==> src/rtl/kpt_pkg.sv <==
// Shared types and constants for the keyed part table.
// Depends on nothing; imported by kpt_cell and keyed_part_table_core.
package kpt_pkg;

	localparam int CAPACITY_DEF = 32;
	localparam int KEY_W        = 32;
	localparam int QTY_W        = 32;
	localparam int HDL_W        = 32;

	typedef enum logic [1:0] {
		OP_INSERT = 2'd0,
		OP_SEARCH = 2'd1,
		OP_UPDATE = 2'd2,
		OP_LIST   = 2'd3
	} opcode_t;

	typedef enum logic [2:0] {
		ST_OK       = 3'd0,
		ST_DUP      = 3'd1,
		ST_NOTFOUND = 3'd2,
		ST_FULL     = 3'd3,
		ST_EMPTY    = 3'd4
	} status_t;

	typedef enum logic [1:0] {
		S_IDLE,
		S_LOOK,
		S_RESP,
		S_LIST
	} state_t;

	// One table entry as it lives in a cell.
	typedef struct packed {
		logic signed [KEY_W-1:0] key;
		logic signed [QTY_W-1:0] qty;
		logic        [HDL_W-1:0] handle;
	} entry_t;

	// Commands broadcast from the sequencer to every cell.
	typedef struct packed {
		logic compare;
		logic insert;
		logic write_qty;
		logic rotate;
	} cell_ctl_t;

endpackage

==> src/rtl/kpt_cell.sv <==
// One cell of the sorted entry chain: holds one entry and its valid bit.
// Depends on kpt_pkg for the entry and command types.
module kpt_cell (
	input  logic               clk,
	input  logic               arst_n,
	input  kpt_pkg::cell_ctl_t ctl,
	input  kpt_pkg::entry_t    new_ent,
	input  logic signed [kpt_pkg::QTY_W-1:0] new_qty,
	input  kpt_pkg::entry_t    left_ent,
	input  logic               left_valid,
	input  logic               left_ins,
	input  kpt_pkg::entry_t    right_ent,
	input  logic               right_valid,
	input  kpt_pkg::entry_t    head_ent,
	output kpt_pkg::entry_t    ent,
	output logic               valid,
	output logic               hit,
	output logic               ins
);
	import kpt_pkg::*;

	entry_t ent_q;
	logic   valid_q;
	logic   hit_q;
	logic   ins_q;

	// Flags from the compare cycle: an exact key match, and whether the new
	// key belongs at or before this position in ascending order.
	always_ff @(posedge clk or negedge arst_n) begin
		if (!arst_n) begin
			valid_q <= 1'b0;
			hit_q   <= 1'b0;
			ins_q   <= 1'b0;
		end else begin
			if (ctl.compare) begin
				hit_q <= valid_q && (ent_q.key == new_ent.key);
				ins_q <= !valid_q || (new_ent.key < ent_q.key);
			end
			if (ctl.insert && ins_q) begin
				valid_q <= left_ins ? left_valid : 1'b1;
			end
		end
	end

	always_ff @(posedge clk) begin
		if (ctl.insert && ins_q) begin
			ent_q <= left_ins ? left_ent : new_ent;
		end else if (ctl.write_qty && hit_q) begin
			ent_q.qty <= new_qty;
		end else if (ctl.rotate) begin
			ent_q <= right_valid ? right_ent : head_ent;
		end
	end

	assign ent   = ent_q;
	assign valid = valid_q;
	assign hit   = hit_q;
	assign ins   = ins_q;

endmodule

==> config.mk <==
export PLATFORM = sky130hd
export DESIGN_NAME = kpt_cell
export DESIGN_NICKNAME = d
export VERILOG_FILES = /design/src/rtl/kpt_pkg.sv /design/src/rtl/kpt_cell.sv
export SDC_FILE = /design/constraint.sdc
export NUM_CORES = 1
export LEC_CHECK = 0
export BUFFER_PORTS_ARGS = -buffer_cell sky130_fd_sc_hd__buf_2
export CAP_MARGIN = 25
export CORE_AREA = 2 2 204 206
export CTS_CLUSTER_DIAMETER = 60
export CTS_CLUSTER_SIZE = 30
export DETAILED_ROUTE_END_ITERATION = 8
export DIE_AREA = 0 0 206 208
export PLACE_DENSITY_LB_ADDON = 0.12
export SLEW_MARGIN = 10
export SYNTH_ARGS = -nofsm -noshare
export SYNTH_HDL_FRONTEND = slang
export SYNTH_SLANG_ARGS = --single-unit
export TNS_END_PERCENT = 100
==> constraint.sdc <==
create_clock -name clk -period 3.1 [get_ports clk]
set_clock_uncertainty 0.15 [all_clocks]
set_input_delay 0.31 -clock clk [delete_from_list [all_inputs] [get_ports clk]]
set_output_delay 0.31 -clock clk [all_outputs]
set_load 0.05 [all_outputs]
==> flow_summary.ini, run 1 <==
[global_route]
globalRouteTotalUtil_pct = 14.5
grt_pass1_vias = 7549
grt_antenna_before_repair = 8
grt_max_degree = 88
globalRoute.totalOverflow = 0
grt_pass1_wl_um = 45600

[routing]
postRouteWirelength_um = 32000
drt_pre_antenna_iters = 4
drt_first_iter_violations = 209
detail_route_antenna_nets = 0
detail_route.drc_violations = 0
via_count = 7265
drt-wirelength-per-cell_um = 18.4
avgViaCountPerCell = 4.17

[placement]
gpl.final_weighted_congestion = 0.826
place.detailed.hpwl_um = 26500
port_buffers = 523

[critical_path]
crit_path_start_kind = flop
r2r-start = ent[95]
crit_start = ent[95]
setup.reg_to_reg.worst_slack_ps = 920
crit_path_capture_type = flop
worst_setup_path_endpoint = hit
worst_r2r_endpoint = hit
criticalPathCategory = reg -> reg
worst-endpoint-arrival_ps = 2260
crit_path_max_fanout = 4
critical_path_required_ps = 3180
reg2reg_depth = 7

[clock_network]
clk_latency_ps = 370
clock_sinks = 99
cts_tree = built
cts_made_buffers = 9
cts-root-to-sink-buffers = 2
htreeDepth = 3
clk_pin_slew_ps = 80
cts_root_buf = clkbuf_16

[synth]
async_set_or_reset_flop_fraction_in_the_synthesized_netlist_pct = 3.03
ys_warn_count = 0
post_synth_instance_area_um2 = 7120
synth.yosys.seq_area_share_pct = 41.6
synth_enable_flop_cells = 96
ys_seq_elements = 99
syn-mean-instance-area_um2 = 10.1
synth_nets = 1160
post_syn_instances = 703
synth_ff_type = edfxtp_1
synth_cell_types = 35

[status]
run_status = completed

[cells_and_area]
flow.area_growth_from_synthesis_pct = 51.4
fin_nets = 1660
multi_input_comb_area_um2 = 3810
drive_above_1_share_pct = 47.1
register_area_um2 = 2960
fillers = 4451

[floorplanning]
core-area_um2 = 40600
floorplan.io_pins = 524
die-area_um2 = 42800
start_util_pct = 17.5
row_count = 74
die_h_um = 208
die_width_um = 206

[power]
vdd_ir_drop_max_uv = 259
static-leakage-power_nw = 5.16
power_density_nw_per_um2 = 604
fin_total_pwr_mw = 6.51

[timing]
rsz0062_at_grt = false
hold_viol_final = 0
final.period_utilization_pct = 70.4
timing_max_transition_violations_final = 0
clock_period_minus_worst_slack_ps = 2180
final_setup_vio_count = 0
maxClockFrequency_mhz = 458
timing.hold.ws_ps = 52.2
tns_ps = 0
worst_pin_slew_ps = 647
worst_slew_margin_rel_pct = 56.9

[run]
max_cap_violations = 0

[hold_path]
path_class_of_the_lowest_slack_min_delay_path = in -> reg
[per-layer routing]
layer	global-route usage [%]	up-vias	share of wire [%]	routed length, um
li1	-	3670	-	-
met1	16.7	3245	41	13000
met2	25.0	300	49	15600
met3	4.17	42	8.1	2580
met4	5.37	8	2.6	822
met5	0	-	0.090	29
[placed cells by master (no fill, tap or decap), types with 2 or more instances in the layout]
master        n
nand4_1       6
ha_1         32
nand2_4       2
clkinv_4      2
nand3_2       2
nand2_2       2
buf_12        8
a21oi_1      76
dfrtp_1       3
buf_2       521
o211ai_1     33
a21boi_0      2
nand2_1      38
inv_1        35
mux2i_1     128
o21ai_0      36
a211oi_1     64
edfxtp_1     96
diode_2       2
clkbuf_16     9
nand3_1       3
a41oi_1       2
clkinvlp_4    2
o21ai_1       2
buf_4        14
nor2b_1      65
a21o_1        2
buf_6         2
nor2_1        5
[critical path, cell delays in order (launching register included)]
cell,delay [ps]
edfxtp_1,350
inv_1,40
ha_1,370
nand3_2,140
nor4_4,330
and3_1,240
nand4_1,180
o21ai_0,220
[cells by family after synthesis]
family / Yosys count / synth area share [%]
AOI/OAI and AO/OA: 222 / 19.5
and+or+nand+nor: 130 / 10.2
muxes: 128 / 18.0
DFF: 99 / 41.6
buffers and inverters: 92 / 5.13
adders and majority gates: 32 / 5.63
[worst min path at each step]
stage,endpoint,slack (ps),from,cells after the start
global route,valid,60,left_valid,3
floorplan,hit,-140,arst_n,0
global placement,ins,-5,arst_n,1
detailed placement,ins,-5,arst_n,1
finish,valid,50,left_valid,3
CTS,valid,30,left_valid,3
[through the flow]
stage	utilization (%)	setup WS [ps]	instance area, um2	cells
after floorplan	-	204	7120	703
after global placement	25.8	891	10500	1723
after detailed placement	25.8	839	10500	1723
after CTS	26.5	878	10800	1740
after global routing	26.6	717	10800	1742
final	26.6	917	10800	1742
[synth_stat cells, drive strengths merged, types with 3 or more instances]
cell    number  area (um2)
a211oi      64         480
a21oi       76         380
buf         23         106
clkbuf      34         128
dfrtp        3        75.1
edfxtp      96        2880
ha          32         400
inv         35         131
mux2i      128        1280
nand2       42         160
nand3        5        35.0
nand4        6        37.5
nor2         5        18.8
nor2b       65         407
o211ai      33         248
o21ai       39         199
[flip-flops by register name (all words and copies together), names as in the netlist]
name and count:
ent 96, valid 1, ins 1, hit 1
[timing repair]
| item | in CTS | in global routing |
|---|---|---|
| hold buffers | 1 | 0 |
| resized for setup | 0 | 0 |
| hold endpoints to repair | 3 | 0 |
| endpoints found under the setup margin | 0 | 0 |
| buffers inserted | 0 | 0 |
[layout make-up]
class,count,share of cell area (%)
Tap cell,532,6.18
Antenna cell,2,0.0465
Sequential cell,99,27.5
Inverter,35,1.22
Clock buffer,10,2.13
Multi-Input combinational cell,512,35.4
Clock inverter,6,0.616
Timing Repair Buffer,546,27.0
[report_power, final]
group | switching, mW | internal (mW)
combinational | 2.32 | 0.916
clock | 0.565 | 0.627
sequential | 0.128 | 1.95
Note: power is estimated with default switching activity, not from simulation.
==> run 2: changes to the inputs <==
- clock period: 3.1 -> 1.9 ns (I/O delays scaled with it)
==> run 2 against run 1 <==
The run now ends with negative setup slack left. Design area up 8.7%. Routed wire length up 1.4%. Clock power up 71%. Non-clock buffer count is 81 higher. Fmax is 12% higher. Critical path type unchanged.
==> flow_summary.ini, run 2 (synthesized netlist as in run 1, its figures left out) <==
[status]
run_status = finished, violations left
violated_checks = negative setup slack

[timing]
final_setup_vio_count = 1
final.period_utilization_pct = 103
clock_period_minus_worst_slack_ps = 1960
rsz0062_at_grt = true
hold_viol_final = 0
timing.hold.ws_ps = 28.4
worst_slew_margin_rel_pct = 79.3
worst_pin_slew_ps = 309
maxClockFrequency_mhz = 511
timing_max_transition_violations_final = 0
fin_ws_ps = -56.7

[routing]
drt_pre_antenna_iters = 4
drt-wirelength-per-cell_um = 17.9
avgViaCountPerCell = 4.20
detail_route_antenna_nets = 0
drt_first_iter_violations = 308
postRouteWirelength_um = 32500
via_count = 7645
detail_route.drc_violations = 0

[power]
power_density_nw_per_um2 = 954
power.combinational.fraction_pct = 51.5
static-leakage-power_nw = 5.56
vdd_ir_drop_max_uv = 451
power.sequential.fraction_pct = 30.3
intPower_mw = 6.15
swShare_pct = 45.0
clkPwrFrac_pct = 18.2
netSwitchingPower_mw = 5.02

[cells_and_area]
final_common_cell = buf_2
final_core_util_pct = 28.9
finalNonFillerCells = 1821
fin_nets = 1741
drive_above_1_share_pct = 48.5
flow.area_growth_from_synthesis_pct = 64.6
largest_register_ff_count = 96
highest_count_cells_in_the_layout_ignoring_fill_and_taps = buf_2 (521), mux2i_1 (128), edfxtp_1 (96)

[placement]
place.detailed.hpwl_um = 27400
gpl.final_weighted_congestion = 0.774
place_ws_ps = -143
port_buffers = 523
number_of_placed_cells_counting_well_taps = 1758

[hold_path]
path_class_of_the_lowest_slack_min_delay_path = in -> reg
launch_instance_of_the_worst_min_delay_path = left_ent[46]

[critical_path]
r2r-start = ent[91]
crit_path_max_fanout = 2
crit_path_start_kind = flop
crit_path_capture_type = flop
crit_chain = inv_2 > ha_4 > buf_4 > a41oi_1 > o21ai_1 > a21oi_1 > or2_1 > and4_4 > nor3_2
crit_path_top_delay_cell = edfxtp_1
criticalPathCategory = reg -> reg
max_stage_delay_ps = 400
worst-endpoint-arrival_ps = 2070
critical_path_required_ps = 2010
crit_start = ent[91]

[clock_network]
clk_pin_slew_ps = 80
cts_tree = built
clk_latency_ps = 370
htreeDepth = 3
cts_made_buffers = 9
clock_sinks = 99
cts-root-to-sink-buffers = 2
cts_root_buf = clkbuf_16

[floorplanning]
die_h_um = 208
start_util_pct = 17.5
row_count = 74
die_width_um = 206
core-area_um2 = 40600
die-area_um2 = 42800
floorplan.io_pins = 524

[global_route]
globalRoute.totalOverflow = 0
grt_pass1_vias = 7832
grt_antenna_before_repair = 10
grt_max_degree = 61
globalRouteTotalUtil_pct = 14.6
grt_pass1_wl_um = 46300

[run]
max_cap_violations = 0
## run 2: cell count changes in the layout (fill, tap and decap cells not counted), moves of 2 or more
cell	previous run	this run
dfrtp_2	0	2
nand3_4	0	2
dfrtp_1	3	1
ha_1	32	26
ha_4	0	6
nand3_2	2	0
buf_4	14	46
inv_1	35	31
dlygate4sd3_1	1	43
buf_12	8	15
inv_2	0	4
## run 2: area by class of cell
| cell class | count | area (um2) |
|---|---|---|
| inverters | 35 | 131 |
| repair buffers | 627 | 3710 |
| flip-flops and latches | 99 | 2960 |
| well taps | 532 | 666 |
| fillers | 4398 | 28800 |
| clock inverters | 5 | 80.1 |
| diodes | 2 | 5.00 |
| clock buffers | 9 | 225 |
| multi-input cells | 512 | 3940 |
## run 2: power by group through the flow
stage,Sequential [mW],Combinational [mW],Clock [mW]
5_1_grt,3.45,6.18,2.21
3_5_place_dp,3.44,5.69,0
2_1_floorplan,5.47,1.60,0
6_report,3.38,5.76,2.03
3_3_place_gp,3.42,5.69,0
4_1_cts,3.40,5.85,2.16
## run 2: through the flow
stage | setup TNS [ps] | power, mW | area (um2)
floorplan | -41810 | 7.07 | 7210
global placement | -144 | 9.11 | 10900
detailed placement | -152 | 9.13 | 10900
CTS | -48.9 | 11.4 | 11700
global route | -261 | 11.8 | 11700
finish | -56.7 | 11.2 | 11700
## run 2: path summary, 6_finish.rpt
path                       cells past startpoint  slack (ps)      end
hold reg to reg                                2         450    valid
max in group asynchronous                      3         850      ins
hold / removal                                 3          30  ent[46]
setup / recovery                               9         -60      ins
min in group asynchronous                      3         570    valid
setup reg to reg                               9         -60      ins
## run 2: repair_timing
item,4_1_cts,5_1_grt
hold endpoints to repair,41,0
buffers inserted,3,1
gates resized for setup,9,2
hold buffers,43,0
pin swaps,9,4
setup endpoints to repair,2,2
## run 2: worst max-delay path, delay by kind of cell (launching register included)
| family | cells | cell delay, ps |
|---|---|---|
| AOI/OAI and AO/OA | 3 | 440 |
| and+or+nand+nor | 3 | 420 |
| DFF | 1 | 400 |
| adders and majority gates | 1 | 210 |
| buffers and inverters | 2 | 230 |
## run 2: metal layers
metal	up-vias	routed length, um	global-route usage [%]
met4	10	340	2.96
met1	3456	13000	16.6
li1	3832	-	-
met5	-	63	0
met3	26	2570	4.67
met2	321	16600	26.4
